## config.mk

```make
export PLATFORM = sky130hd
export DESIGN_NAME = apd_cell
export DESIGN_NICKNAME = d
export VERILOG_FILES = /design/src/rtl/apd_pkg.sv /design/src/rtl/apd_cell.sv
export SDC_FILE = /design/constraint.sdc
export NUM_CORES = 1
export LEC_CHECK = 0
export BUFFER_PORTS_ARGS = -buffer_cell sky130_fd_sc_hd__buf_2
export CAP_MARGIN = 10
export CORE_MARGIN = 10
export CORE_UTILIZATION = 45
export DETAILED_ROUTE_END_ITERATION = 6
export PLACE_DENSITY_LB_ADDON = 0.08
export SETUP_SLACK_MARGIN = 0.15
export SYNTH_ARGS = -nofsm -noshare
export SYNTH_HDL_FRONTEND = slang
export SYNTH_SLANG_ARGS = --single-unit
```

## constraint.sdc

```tcl
create_clock -name clk -period 1.33 [get_ports clk]
set_input_delay 0.0665 -clock clk [delete_from_list [all_inputs] [get_ports clk]]
set_output_delay 0.0665 -clock clk [all_outputs]
set_load 0.03 [all_outputs]
```

## src/rtl/apd_pkg.sv

```systemverilog
// Shared types, constants and fixed-point helpers for the allpass cascade.
// No dependencies; every other file in rtl/ refers to it by scoped names.
package apd_pkg;

  localparam int MAX_STAGES  = 128;
  localparam int SAMPLE_BITS = 24;
  localparam int STATE_BITS  = SAMPLE_BITS + 2;
  localparam int COEF_BITS   = 16;
  localparam int COEF_FRAC   = 15;
  localparam int COUNT_BITS  = 8;
  localparam int STAGE_W     = $clog2(MAX_STAGES);
  localparam int CNT_W       = $clog2(MAX_STAGES + 1);
  localparam int RING_N      = MAX_STAGES - 1;
  localparam int PROD_W      = STATE_BITS + COEF_BITS;
  localparam int RND_W       = PROD_W - COEF_FRAC;
  localparam int SUM_W       = RND_W + 1;
  localparam int CFG_IDX_W   = 2;
  localparam int CFG_DATA_W  = 16;

  localparam logic [CFG_IDX_W-1:0] REG_STAGE_COUNT = CFG_IDX_W'(0);
  localparam logic [CFG_IDX_W-1:0] REG_COEFFICIENT = CFG_IDX_W'(1);

  localparam logic [COUNT_BITS-1:0] STAGE_COUNT_RESET = COUNT_BITS'(1);
  localparam logic [COEF_BITS-1:0]  COEFFICIENT_RESET = COEF_BITS'(16384);

  typedef logic signed [SAMPLE_BITS-1:0] sample_t;
  typedef logic signed [STATE_BITS-1:0]  state_t;
  typedef logic signed [COEF_BITS-1:0]   coef_t;
  typedef logic signed [RND_W-1:0]       scaled_t;
  typedef logic signed [SUM_W-1:0]       sum_t;

  // One allpass stage: two delay slots and the slot toggle.
  typedef struct packed {
    state_t slot0;
    state_t slot1;
    logic   tgl;
  } cell_t;

  // Controls from the sequencer to the arithmetic stage.
  typedef struct packed {
    logic first;   // head cell is stage zero: take the input sample
    logic act;     // head stage is within the configured count
    logic adv;     // rotate the ring by one
    logic settle;  // commit the pending write-back in place
  } pe_ctl_t;

  // a * v rounded half up to the sample scale.
  function automatic scaled_t scale(coef_t a, state_t v);
    logic signed [PROD_W-1:0] prod;
    logic signed [PROD_W-1:0] biased;
    logic signed [PROD_W-1:0] shifted;
    prod    = PROD_W'(a) * PROD_W'(v);
    biased  = prod + PROD_W'(1 << (COEF_FRAC - 1));
    shifted = biased >>> COEF_FRAC;
    return shifted[RND_W-1:0];
  endfunction

  function automatic state_t sat_state(sum_t v);
    logic [SUM_W-STATE_BITS:0] top;
    top = v[SUM_W-1:STATE_BITS-1];
    if ((&top) || !(|top)) begin
      return v[STATE_BITS-1:0];
    end
    return v[SUM_W-1] ? {1'b1, {(STATE_BITS-1){1'b0}}} : {1'b0, {(STATE_BITS-1){1'b1}}};
  endfunction

  function automatic sample_t sat_sample(state_t v);
    logic [STATE_BITS-SAMPLE_BITS:0] top;
    top = v[STATE_BITS-1:SAMPLE_BITS-1];
    if ((&top) || !(|top)) begin
      return v[SAMPLE_BITS-1:0];
    end
    return v[STATE_BITS-1] ? {1'b1, {(SAMPLE_BITS-1){1'b0}}}
                           : {1'b0, {(SAMPLE_BITS-1){1'b1}}};
  endfunction

  // Stage count limited to one through MAX_STAGES.
  function automatic logic [CNT_W-1:0] clamp_count(logic [COUNT_BITS-1:0] sc);
    if (sc == '0) begin
      return CNT_W'(1);
    end
    if (int'(sc) > MAX_STAGES) begin
      return CNT_W'(MAX_STAGES);
    end
    return CNT_W'(sc);
  endfunction

endpackage

```

## src/rtl/apd_cell.sv

```systemverilog
// One position of the state ring: holds a stage's delay slots and toggle,
// takes its neighbor's contents on each rotate. Depends on apd_pkg.
module apd_cell (
  input  logic           clk,
  input  logic           rst,
  input  logic           adv,
  input  apd_pkg::cell_t nbr,
  output apd_pkg::cell_t q
);

  always_ff @(posedge clk) begin
    if (rst) begin
      q <= '0;
    end else if (adv) begin
      q <= nbr;
    end
  end

endmodule

```

; ---- Yosys cells after proc, flatten, opt, wreduce, memory -nomap -nowiden
; Index checks and enable logic that the tools add are counted.
[word_totals]
word_cells = 3
output_inout_bits = 53
regBits = 53
in_bits = 56

; ---- Longest topological paths before layout
[logic_depth]
depth_word = 0
depth_mapped = 4
depth_no_buf = 2

; ---- Worst setup path after synthesis
; Ideal clock, no wire load.
[synth_timing]
path_type = reg-to-reg
start = reg q[10] (netlist name)
end = reg q[10] in the netlist's numbering
arrival_time_ps = 665
path_slack_ps = 600
t_required_ps = 1265
period_less_slack_ps = 730
setup_ps = 65
stages_incl_launch_ff = 3
cell_sequence = dfxtp_1 -> mux2i_1 -> nor2_1
[synth_lines]
columns = element, line_no
row1 = "end signal, assigned", apd_cell.sv:15  ; q <= nbr;
row2 = "end, declared", apd_cell.sv:8  ; output apd_pkg::cell_t q

; ---- Worst setup path after layout
[layout_timing]
start = reg q[23] in the netlist's numbering
end = out q[23] in the netlist's numbering
; No word-level cell between the ends.

==> reports/results.txt <==
post-synthesis sequential area ratio - 0.558
Initial DRC Count - 73
Synth Warn # - 0
CP Buf/Inv Count - 1
Required @ worst endpoint - 1260 ps
crit end category - output port
row count - 23
RR Startpoint - q[2]
Top reg by flops - q
Die W - 85.0 um
r2r worst-path depth - 2
layout cells sized above 1 - 0.371
initial antenna violation count - 0
RSZ-0062 raised after global routing - no
DRT antenna net count - 0
TritonCTS clock tree - done
Distinct cells, synth - 7
LEAKAGE - 1.58 nW
placed cells - 319
WP data arrival - 870 ps
FF-to-FF setup slack - 710 ps
cts repair resizes - 0
crit-path max FO - 2
Slew @ Worst Pin - 382 ps
Worst path top cell family by delay - flip-flops
post-CTS setup buffers - 0
CP Class - register to output port
commonest non-fill, non-tap cell in the layout - buf_2
commonest cells after routing, fill and taps aside - 108 x buf_2, 53 x mux2i_1, 53 x nor2_1, 53 x dfxtp_1, 41 x dlygate4sd3_1
wire per inst - 14.4 um
gr busiest metal - met2
worst hold path startpoint - nbr[38]
number of global-route vias before repair - 1693
Boundary Pins - 109
Synth Cell Area - 1900 um^2
Final Skew - 0 ps
worst path cell trace - buf_2
Num Clock Sinks - 53
Max-cap violations - 0
first-pass GRT wire length - 8580 um
largest net degree at the start of global routing - 54
Area growth, synth to finish - 55.0%
diode count - 0
Initial Util - 0.468
clock root buffer - clkbuf_8
H-tree levels - 2
WL final - 5300 um
CTS max path bufs - 2
clock slew at reported path FFs - 90 ps
Pins Over Slew Limit - 0
synthesized instance count - 171
period utilisation layout - 0.705
Regs by FF count - q: 53 flops
Max Clock Freq - 1070 MHz
critical path's largest stage delay - 360 ps
Clock Latency Late Sink - 300 ps
Worst VDD drop - 0.843 mV
status - finished clean
met2 usage - 0.226
Final setup viols - 0
max_slew headroom - 0.745
Min-Delay Endpoint - q[38]
met1 Use GR - 0.167
Synth Register Bits - 53
worst r2r dst - q[2]
Tmin final - 938 ps
Slowest-stage cell, CP - dfxtp_1
max reg flops - 53
number of buffers created by CTS - 5
beginning of the critical path - q[23]
drt drc - 0
Min-Delay Path Depth - 3
total gr overflow - 0
Synth Area per Inst - 11.1 um^2
final hold vios - 0
nets@finish - 373
Pre-antenna DRT Iters - 6
IO Port Bufs - 108
grt met3 use - 0.0774
final cell count without fillers - 368
Power per Cell Area - 1150 nW/um^2
GP Congestion - 0.695
hold buffers post-CTS - 41
core area - 4060 um^2
Min-Delay Path Class - primary input to register
drt via density - 4.52
Die Area - 7220 um^2
via count - 1662
TNS Setup - 0 ps
syn nets - 227
Overall Global Routing Usage - 0.143
DP HPWL - 3460 um
Die Y - 85.0 um
Worst setup SP type - register
==> routing by layer <==
| layer | wire (um) | part of all wire |
|---|---|---|
| met5 | 0 | 0 |
| met4 | 46 | 0.0087 |
| met3 | 488 | 0.092 |
| met2 | 2540 | 0.48 |
| met1 | 2220 | 0.42 |
==> kinds of logic after synthesis <==
logic type             share of synthesized area
buffers and inverters                     0.0579
flip-flops                                 0.558
multiplexers                               0.279
AND/OR/NAND/NOR                            0.105
==> cells in the mapped netlist <==
cell      number  area [um^2]
mux2i_1       53          531
buf_8          5         75.1
dfxtp_1       53         1060
nor2_1        53          199
clkbuf_1       5         18.8
buf_6          1         11.3
clkbuf_2       1         5.00
==> per-stage QoR <==
step                area [um^2]  hold slack (ps)   util  total power [mW]  setup WS [ps]
floorplan                  1900              214      -              2.16            600
global placement           2430              298  0.600              2.35            410
detailed placement         2430              308  0.600              2.35            396
CTS                        2950            0.883  0.726              3.42            394
global route               2950            0.821  0.726              3.55            344
finish                     2950             1.25  0.726              3.38            392
==> where the power goes <==
part	switching [mW]	leakage, nW	internal, mW
combinational	0.385	1.08	0.302
clock	0.498	0.0542	0.471
sequential	0.0422	0.438	1.68
total	0.926	1.58	2.45
==> final cells by class <==
type,instances,area (um^2)
Clock inverter,1,5.00
Clock buffer,7,96.3
Multi-Input combinational cell,106,729
Sequential cell,53,1060
Tap cell,50,62.6
Fill cell,305,1110
Timing Repair Buffer,151,991
==> worst max-delay path by stage <==
| stage | endpoint | slack (ps) | depth (start not counted) |
|---|---|---|---|
| 2_1_floorplan | q[10] | 600 | 2 |
| 3_3_place_gp | q[29] | 410 | 4 |
| 3_5_place_dp | q[40] | 400 | 4 |
| 4_1_cts | q[14] | 390 | 1 |
| 5_1_grt | q[23] | 340 | 1 |
| 6_report | q[23] | 390 | 1 |
No activity file was read; power rests on OpenSTA's default activity.
