--- src/rtl/apd_pkg.sv ---
// Shared types, constants and fixed-point helpers for the allpass cascade.
// No dependencies; every other file in rtl/ refers to it by scoped names.
package apd_pkg;

  localparam int MAX_STAGES  = 128;
  localparam int SAMPLE_BITS = 24;
  localparam int STATE_BITS  = SAMPLE_BITS + 2;
  localparam int COEF_BITS   = 16;
  localparam int COEF_FRAC   = 15;
  localparam int COUNT_BITS  = 8;
  localparam int STAGE_W     = $clog2(MAX_STAGES);
  localparam int CNT_W       = $clog2(MAX_STAGES + 1);
  localparam int RING_N      = MAX_STAGES - 1;
  localparam int PROD_W      = STATE_BITS + COEF_BITS;
  localparam int RND_W       = PROD_W - COEF_FRAC;
  localparam int SUM_W       = RND_W + 1;
  localparam int CFG_IDX_W   = 2;
  localparam int CFG_DATA_W  = 16;

  localparam logic [CFG_IDX_W-1:0] REG_STAGE_COUNT = CFG_IDX_W'(0);
  localparam logic [CFG_IDX_W-1:0] REG_COEFFICIENT = CFG_IDX_W'(1);

  localparam logic [COUNT_BITS-1:0] STAGE_COUNT_RESET = COUNT_BITS'(1);
  localparam logic [COEF_BITS-1:0]  COEFFICIENT_RESET = COEF_BITS'(16384);

  typedef logic signed [SAMPLE_BITS-1:0] sample_t;
  typedef logic signed [STATE_BITS-1:0]  state_t;
  typedef logic signed [COEF_BITS-1:0]   coef_t;
  typedef logic signed [RND_W-1:0]       scaled_t;
  typedef logic signed [SUM_W-1:0]       sum_t;

  // One allpass stage: two delay slots and the slot toggle.
  typedef struct packed {
    state_t slot0;
    state_t slot1;
    logic   tgl;
  } cell_t;

  // Controls from the sequencer to the arithmetic stage.
  typedef struct packed {
    logic first;   // head cell is stage zero: take the input sample
    logic act;     // head stage is within the configured count
    logic adv;     // rotate the ring by one
    logic settle;  // commit the pending write-back in place
  } pe_ctl_t;

  // a * v rounded half up to the sample scale.
  function automatic scaled_t scale(coef_t a, state_t v);
    logic signed [PROD_W-1:0] prod;
    logic signed [PROD_W-1:0] biased;
    logic signed [PROD_W-1:0] shifted;
    prod    = PROD_W'(a) * PROD_W'(v);
    biased  = prod + PROD_W'(1 << (COEF_FRAC - 1));
    shifted = biased >>> COEF_FRAC;
    return shifted[RND_W-1:0];
  endfunction

  function automatic state_t sat_state(sum_t v);
    logic [SUM_W-STATE_BITS:0] top;
    top = v[SUM_W-1:STATE_BITS-1];
    if ((&top) || !(|top)) begin
      return v[STATE_BITS-1:0];
    end
    return v[SUM_W-1] ? {1'b1, {(STATE_BITS-1){1'b0}}} : {1'b0, {(STATE_BITS-1){1'b1}}};
  endfunction

  function automatic sample_t sat_sample(state_t v);
    logic [STATE_BITS-SAMPLE_BITS:0] top;
    top = v[STATE_BITS-1:SAMPLE_BITS-1];
    if ((&top) || !(|top)) begin
      return v[SAMPLE_BITS-1:0];
    end
    return v[STATE_BITS-1] ? {1'b1, {(SAMPLE_BITS-1){1'b0}}}
                           : {1'b0, {(SAMPLE_BITS-1){1'b1}}};
  endfunction

  // Stage count limited to one through MAX_STAGES.
  function automatic logic [CNT_W-1:0] clamp_count(logic [COUNT_BITS-1:0] sc);
    if (sc == '0) begin
      return CNT_W'(1);
    end
    if (int'(sc) > MAX_STAGES) begin
      return CNT_W'(MAX_STAGES);
    end
    return CNT_W'(sc);
  endfunction

endpackage

--- src/rtl/apd_pe.sv ---
// Arithmetic position of the ring: computes a stage's output from the head
// cell, then writes the updated slot back on the next rotate. Depends on apd_pkg.
module apd_pe (
  input  logic             clk,
  input  logic             rst,
  input  apd_pkg::pe_ctl_t ctl,
  input  apd_pkg::coef_t   coef,
  input  apd_pkg::state_t  x0,
  input  apd_pkg::cell_t   head,
  output apd_pkg::state_t  y_now,
  output apd_pkg::cell_t   wb
);

  apd_pkg::cell_t  p_cell;
  apd_pkg::state_t p_x;
  apd_pkg::state_t p_y;
  logic            p_act;

  apd_pkg::state_t x_cur;
  apd_pkg::state_t d;
  apd_pkg::state_t upd;

  assign x_cur = ctl.first ? x0 : p_y;
  assign d     = head.tgl ? head.slot1 : head.slot0;

  // y = d - a*x
  assign y_now = apd_pkg::sat_state(apd_pkg::SUM_W'(d)
                 - apd_pkg::SUM_W'(apd_pkg::scale(coef, x_cur)));

  // stored value x + a*y, from the registered x and y
  assign upd = apd_pkg::sat_state(apd_pkg::SUM_W'(p_x)
               + apd_pkg::SUM_W'(apd_pkg::scale(coef, p_y)));

  always_comb begin
    wb = p_cell;
    if (p_act) begin
      if (p_cell.tgl) begin
        wb.slot1 = upd;
      end else begin
        wb.slot0 = upd;
      end
      wb.tgl = ~p_cell.tgl;
    end
  end

  always_ff @(posedge clk) begin
    if (rst) begin
      p_cell <= '0;
      p_act  <= 1'b0;
    end else if (ctl.adv) begin
      p_cell <= head;
      p_act  <= ctl.act;
    end else if (ctl.settle) begin
      p_cell <= wb;
      p_act  <= 1'b0;
    end
  end

  always_ff @(posedge clk) begin
    if (ctl.adv) begin
      p_x <= x_cur;
      p_y <= y_now;
    end
  end

endmodule

--- config.mk ---
export PLATFORM = sky130hd
export DESIGN_NAME = apd_pe
export DESIGN_NICKNAME = d
export VERILOG_FILES = /design/src/rtl/apd_pkg.sv /design/src/rtl/apd_pe.sv
export SDC_FILE = /design/constraint.sdc
export NUM_CORES = 2
export LEC_CHECK = 0
export ABC_AREA = 1
export BUFFER_PORTS_ARGS = -buffer_cell sky130_fd_sc_hd__buf_2
export CELL_PAD_IN_SITES_DETAIL_PLACEMENT = 1
export CELL_PAD_IN_SITES_GLOBAL_PLACEMENT = 1
export CORE_UTILIZATION = 49
export DETAILED_ROUTE_END_ITERATION = 6
export PLACE_DENSITY = 0.81
export SLEW_MARGIN = 30
export SYNTH_ARGS = -nofsm -noshare
export SYNTH_HDL_FRONTEND = slang
export SYNTH_SLANG_ARGS = --single-unit
export TNS_END_PERCENT = 10
--- constraint.sdc ---
create_clock -name clk -period 8.9 [get_ports clk]
set_clock_uncertainty 0.05 [all_clocks]
set_input_delay 0.445 -clock clk [delete_from_list [all_inputs] [get_ports clk]]
set_output_delay 0.445 -clock clk [all_outputs]
set_load 0.01 [all_outputs]
# Yosys cells after proc, flatten, opt, wreduce, memory -nomap -nowiden
# Index checks and enable logic that the tools add are counted.
dict set report op_classes {
  add_sub_neg 4
  n_mul 2
  muxes 17
  bitwise 1
  reduce_logical 9
}
# operator count
set op_table {}
lappend op_table {{two-way mux 26 bit} 10}
lappend op_table {{two-way mux 53 bit} 3}
lappend op_table {{adder 42 x 16 -> 42 bit (second input constant)} 2}
lappend op_table {{multiplier 16 x 26 -> 42 bit} 2}
lappend op_table {{adder 26 x 27 -> 28 bit} 1}
lappend op_table {{subtractor 26 x 27 -> 28 bit} 1}
lappend op_table {{AND reduction 3 bit} 2}
lappend op_table {{OR reduction 3 bit} 2}
lappend op_table {{two-way mux 1 bit} 4}
lappend op_table {{zero test 1 bit} 2}
lappend op_table {{logical OR 1 bit} 2}
lappend op_table {{nonzero test 2 bit} 1}
lappend op_table {{inverter 1 bit} 1}
dict set report word_totals {
  reg_bits 106
  inputBits 101
  out_inout_bits 79
  word_cells 39
}

# Logic depth before layout (Yosys ltp)
dict set report depth {
  ltp_word 12
  mapped_depth 46
  depth_no_buf 43
}

# Worst setup path before layout
# Ideal clock, no wire load.
dict set report synth_path {
  path_kind {input port to output port}
  startpoint {input ctl[3] (netlist name)}
  endpoint {output y_now[10]}
  arrival_ps 7869
  path_slack_ps 536
  cell_stages 40
  n_path_buf 3
  cell_sequence {inv_2 > clkbuf_1 > o21ai_0 > inv_1 > clkbuf_1 > nand2_1 > fa_1 > inv_1 > fa_1 > inv_1 > fa_1 > inv_1 > fa_1 > fa_1 > inv_1 > fa_1 > inv_1 > ha_1 > [... 4 more ...] > and3_1 > a21oi_1 > o21ai_1 > a21oi_1 > xor2_1 > ha_1 > inv_1 > nor3_1 > inv_1 > o211ai_1 > a31oi_1 > nand2_1 > nand2_1 > nand2_1 > inv_1 > a21o_4 > buf_6 > nand2_1}
}
dict set report synth_via {
  elab_chain_cells 9
}
# element line
set synth_lines {}
lappend synth_lines {{start: declaration} apd_pe.sv:6} ;# input apd_pkg::pe_ctl_t ctl,
lappend synth_lines {{two-way mux 26 bit (*)} apd_pe.sv:23} ;# assign x_cur = ctl.first ? x0 : p_y;
lappend synth_lines {{net x_cur[19]} apd_pe.sv:19} ;# apd_pkg::state_t x_cur;
lappend synth_lines {{multiplier 16 x 26 -> 42 bit (*)} apd_pkg.sv:52} ;# prod = PROD_W'(a) * PROD_W'(v);
lappend synth_lines {{adder 42 x 16 -> 42 bit (*)} apd_pkg.sv:53} ;# biased = prod + PROD_W'(1 << (COEF_FRAC - 1));
lappend synth_lines {{subtractor 26 x 27 -> 28 bit (*)} apd_pe.sv:28} ;# - apd_pkg::SUM_W'(apd_pkg::scale(coef, x_cur)));
lappend synth_lines {{OR reduction 3 bit} apd_pkg.sv:61} ;# if ((&top) || !(|top)) begin
lappend synth_lines {{zero test 1 bit} apd_pkg.sv:61}
lappend synth_lines {{logical OR 1 bit} apd_pkg.sv:61}
lappend synth_lines {{two-way mux 1 bit} apd_pkg.sv:61}
lappend synth_lines {{two-way mux 26 bit (*)} apd_pkg.sv:64} ;# return v[SUM_W-1] ? {1'b1, {(STATE_BITS-1){1'b0}}} : {1'b0, {(STATE_BITS-1){1'b1}}};
lappend synth_lines {{end: declaration} apd_pe.sv:10} ;# output apd_pkg::state_t y_now,
# The timed path passes the listed nets; every way through them passes the cells marked *. The select of a mux whose other input is x is not followed.

# Final worst setup path
dict set report layout_path {
  startpoint {register p_y[10]}
  endpoint {output y_now[19]}
}
dict set report layout_via {
  elab_chain_cells 9
}
# element line
set layout_lines {}
lappend layout_lines {{start: declaration} apd_pe.sv:16} ;# apd_pkg::state_t p_y;
lappend layout_lines {{start signal: assignment} apd_pe.sv:62} ;# p_y <= y_now;
lappend layout_lines {{two-way mux 26 bit (*)} apd_pe.sv:23}
lappend layout_lines {{multiplier 16 x 26 -> 42 bit (*)} apd_pkg.sv:52}
lappend layout_lines {{adder 42 x 16 -> 42 bit (*)} apd_pkg.sv:53}
lappend layout_lines {{subtractor 26 x 27 -> 28 bit (*)} apd_pe.sv:28}
lappend layout_lines {{OR reduction 3 bit} apd_pkg.sv:61}
lappend layout_lines {{zero test 1 bit} apd_pkg.sv:61}
lappend layout_lines {{logical OR 1 bit} apd_pkg.sv:61}
lappend layout_lines {{two-way mux 1 bit} apd_pkg.sv:61}
lappend layout_lines {{two-way mux 26 bit (*)} apd_pkg.sv:64}
# Every way passes the cells marked *; elsewhere a longest branch is shown, timed or not. The select of a mux whose other input is x is not followed.

==> flow_summary_export.csv <==
group,metric,value,unit
final_layout,utilization,58.4,%
worst_setup_path,cp_common_cell,"nand2_1",
synth,syn_avg_cell_area,7.69,um2
clocking,cts_tree,"yes",
worst_setup_path,crit_required,8.41,ns
synth,yosys-top-cells-area,"fa_1 41%, inv_1 13%, nand2_1 11%",
synth,yosysTopAreaCell,"fa_1",
synth,yosysSeqAreaShare,6.76,%
timing,layout_min_cycle_time,9.28,ns
worst_setup_path,worstSetupEndpointType,"output pin",
floorplan,die_h,284,um
route,first_pass_iters,6,
grt,busiest_layer,"met2",
place,gp_congestion,0.987,
worst_hold_path,hold_path.class,"in -> reg",
route,ant_nets,0,
timing,hold_viol,0,
final_layout,fill_cells,9833,
grt,grt-ovfl-total,0,
synth,synth_edf_count,52,
synth,synthAdderAreaFrac,49.3,%
clocking,clk_latency,0.41,ns
final_layout,layout.nets,6728,
timing,max_freq,108,MHz
final_layout,stdcell_area,46100,um2
synth,synth-compound-area-share,6.62,%
synth,synth-simple-area-share,18.7,%
timing,maxSlewHeadroom,44.8,%
worst_setup_path,max_stage_delay,0.63,ns
final_layout,syn_to_final_growth,17.9,%
synth,ys_async_sr_fraction,0,%
timing,rsz0062_at_grt,"yes",
worst_setup_path,cp_num_buf_inv,11,
run_status,violations,"setup timing",
route,avgRoutedWirePerCell,24.4,um
route,drcViolationCount,0,
floorplan,ios,180,
floorplan,core,79000,um2
place,hpwl,135000,um
clocking,clock-sinks,106,
worst_setup_path,start_kind,"flop",
clocking,clkSlewWorstSetupHoldPaths,0.10,ns
route,wl,162000,um
route,drtIter0Drc,2641,
floorplan,fp-row-count,103,
clocking,cts_made_buffers,9,
timing,drv_slew,0,
timing,worst_slew_pin_slew,0.829,ns
grt,grt_use_met3,7.83,%
grt,grtUsageMet2,68.3,%
run_status,status,"complete, but fails checks",
worst_setup_path,crit_arrival,8.78,ns
synth,synth_area,39100,um2
grt,grt_start_max_net_pins,61,
clocking,clock_path_buffers,2,
floorplan,die_x,284,um
synth,synth_top_family_by_area,"adder cells",
flow_run,max_cap_violations,0,
clocking,root_buffer,"clkbuf_16",
worst_setup_path,worst_path_max_delay_cell,"fa_1",
route,vias,36948,
clocking,cts_max_level,3,
grt,track_usage,40.4,%
grt,grt_pass1_wl,246000,um
worst_setup_path,crit_family,"adder cells",
floorplan,fp.dieArea,80900,um2
synth,syn_inst,5086,
worst_setup_path,crit_type,"reg -> out",
grt,antenna_found_initial,17,
synth,ys.warnings.count,0,
place,port-buffer-count,179,
timing,finalSetupViolations,76,
grt,use_met1,45.7,%
synth,synth_nets,6243,
synth,synth-xor-area-share,2.60,%
synth,synth_mux_area_share,0.746,%
timing,fin_crit_sh,104,%
synth,ys_seq_elements,106,
route,vias_per_cell,5.57,
synth,ys_types,59,
synth,ys.flop_type,"dfxtp_1",
synth,synth_top_area_share,41.3,%
timing,timing.final.ws_setup,-0.380,ns
worst_setup_path,cp_max_fo,25,
floorplan,start_util,49.5,%
final_layout,drive_gt1_share,18.8,%
place,placed_area,44500,um2
grt,grt_pass1_vias,42786,
-- worst paths after layout --
| check | slack (ns) | startpoint | endpoint | cells after the start |
|---|---|---|---|---|
| setup reg to reg | 0.23 | p_y[10] | p_y[13] | 41 |
| setup / recovery | -0.38 | p_y[10] | y_now[19] | 39 |
| hold reg to reg | 0.45 | p_cell[52] | p_cell[52] | 2 |
| hold / removal | 0.22 | ctl[2] | p_act | 3 |
-- layout by cell type, fill, tap and decap left out, types with 7 or more instances in the layout --
master / n
ha_4: 18
nand3_2: 14
o21a_1: 15
buf_12: 43
o21ai_0: 53
nor3_1: 11
nor2_1: 297
inv_2: 14
nand2_1: 1066
xor2_1: 59
nor4_2: 7
nor3_2: 8
a21oi_1: 173
buf_4: 456
dfxtp_1: 54
a31oi_1: 19
a21o_1: 11
mux2_2: 25
ha_1: 224
nand3_1: 200
a21oi_2: 36
ha_2: 8
nor2_2: 27
fa_2: 16
xnor2_1: 47
buf_2: 177
inv_1: 1330
fa_1: 790
clkbuf_16: 10
edfxtp_1: 52
o21bai_1: 12
diode_2: 8
nand4_1: 8
a22oi_1: 50
o21ai_1: 25
or2_2: 82
nand2_2: 40
nand2_4: 9
-- area by class of cell --
class	instances	area [um2]	share of cell area, %
multi-input combinational	3417	31400	68.2
timing repair buffer	684	5290	11.5
inverter	1353	5090	11.0
sequential	106	2640	5.73
tap	1050	1310	2.85
clock buffer	9	225	0.488
clock inverter	7	91.3	0.198
antenna	8	20.0	0.0434
-- synthesized netlist by cell type, types with 9 or more instances --
| master | instances |
|---|---|
| nand2_2 | 10 |
| or2_2 | 82 |
| ha_1 | 250 |
| buf_1 | 14 |
| o21a_1 | 15 |
| edfxtp_1 | 52 |
| xor2_1 | 64 |
| nand2_1 | 1098 |
| nand3_1 | 212 |
| nor3_1 | 20 |
| o21bai_1 | 13 |
| dfxtp_1 | 54 |
| mux2_2 | 25 |
| xnor2_1 | 50 |
| fa_1 | 806 |
| nor4_1 | 10 |
| clkbuf_1 | 176 |
| nor2_1 | 325 |
| a21o_1 | 11 |
| buf_2 | 9 |
| a22oi_1 | 50 |
| a21oi_1 | 205 |
| a31oi_1 | 23 |
| o21ai_1 | 12 |
| o21ai_0 | 71 |
| inv_1 | 1341 |
-- flip-flops by register name (all words and copies together) (netlist names) --
signal,flops
p_cell,53
p_x,26
p_y,26
p_act,1
-- per-stage QoR --
step	setup TNS, ns	hold WS (ns)	cells	setup WS, ns
final	-15.88	0.219	6634	-0.380
after global routing	-49.70	0.237	6632	-0.755
after CTS	-7.09	0.217	6610	-0.300
after detailed placement	-23.21	0.431	6572	-0.380
after global placement	-3.50	0.427	6571	-0.208
after floorplan	0	0.411	5086	0.536
-- kinds of logic after synthesis --
logic type / Yosys count
AND/OR/NAND/NOR: 1779
buffers and inverters: 1568
adder cells (fa/ha/maj): 1056
AO/OA/AOI/OAI: 436
XOR/XNOR: 115
flip-flops: 106
multiplexers: 26
-- repair_timing --
| action | 4_1_cts | 5_1_grt |
|---|---|---|
| hold buffers | 0 | 0 |
| resized for setup | 136 | 100 |
| setup endpoints to repair | 80 | 103 |
| cloned | 5 | 1 |
| pin swaps | 20 | 23 |
| setup buffers | 17 | 15 |
-- worst min-delay path, cell delays in order --
cell	delay (ns)
buf_2	0.09
nand2_1	0.05
a21oi_1	0.05
-- routing by layer --
metal / share of wire, % / wire [um]
met5: 0.041 / 66
met4: 8.6 / 14000
met3: 7.6 / 12400
met2: 48 / 78600
met1: 35 / 57000
Power is not shown: default switching activity piles up to over one toggle a cycle in this logic, so the estimate is an artifact.
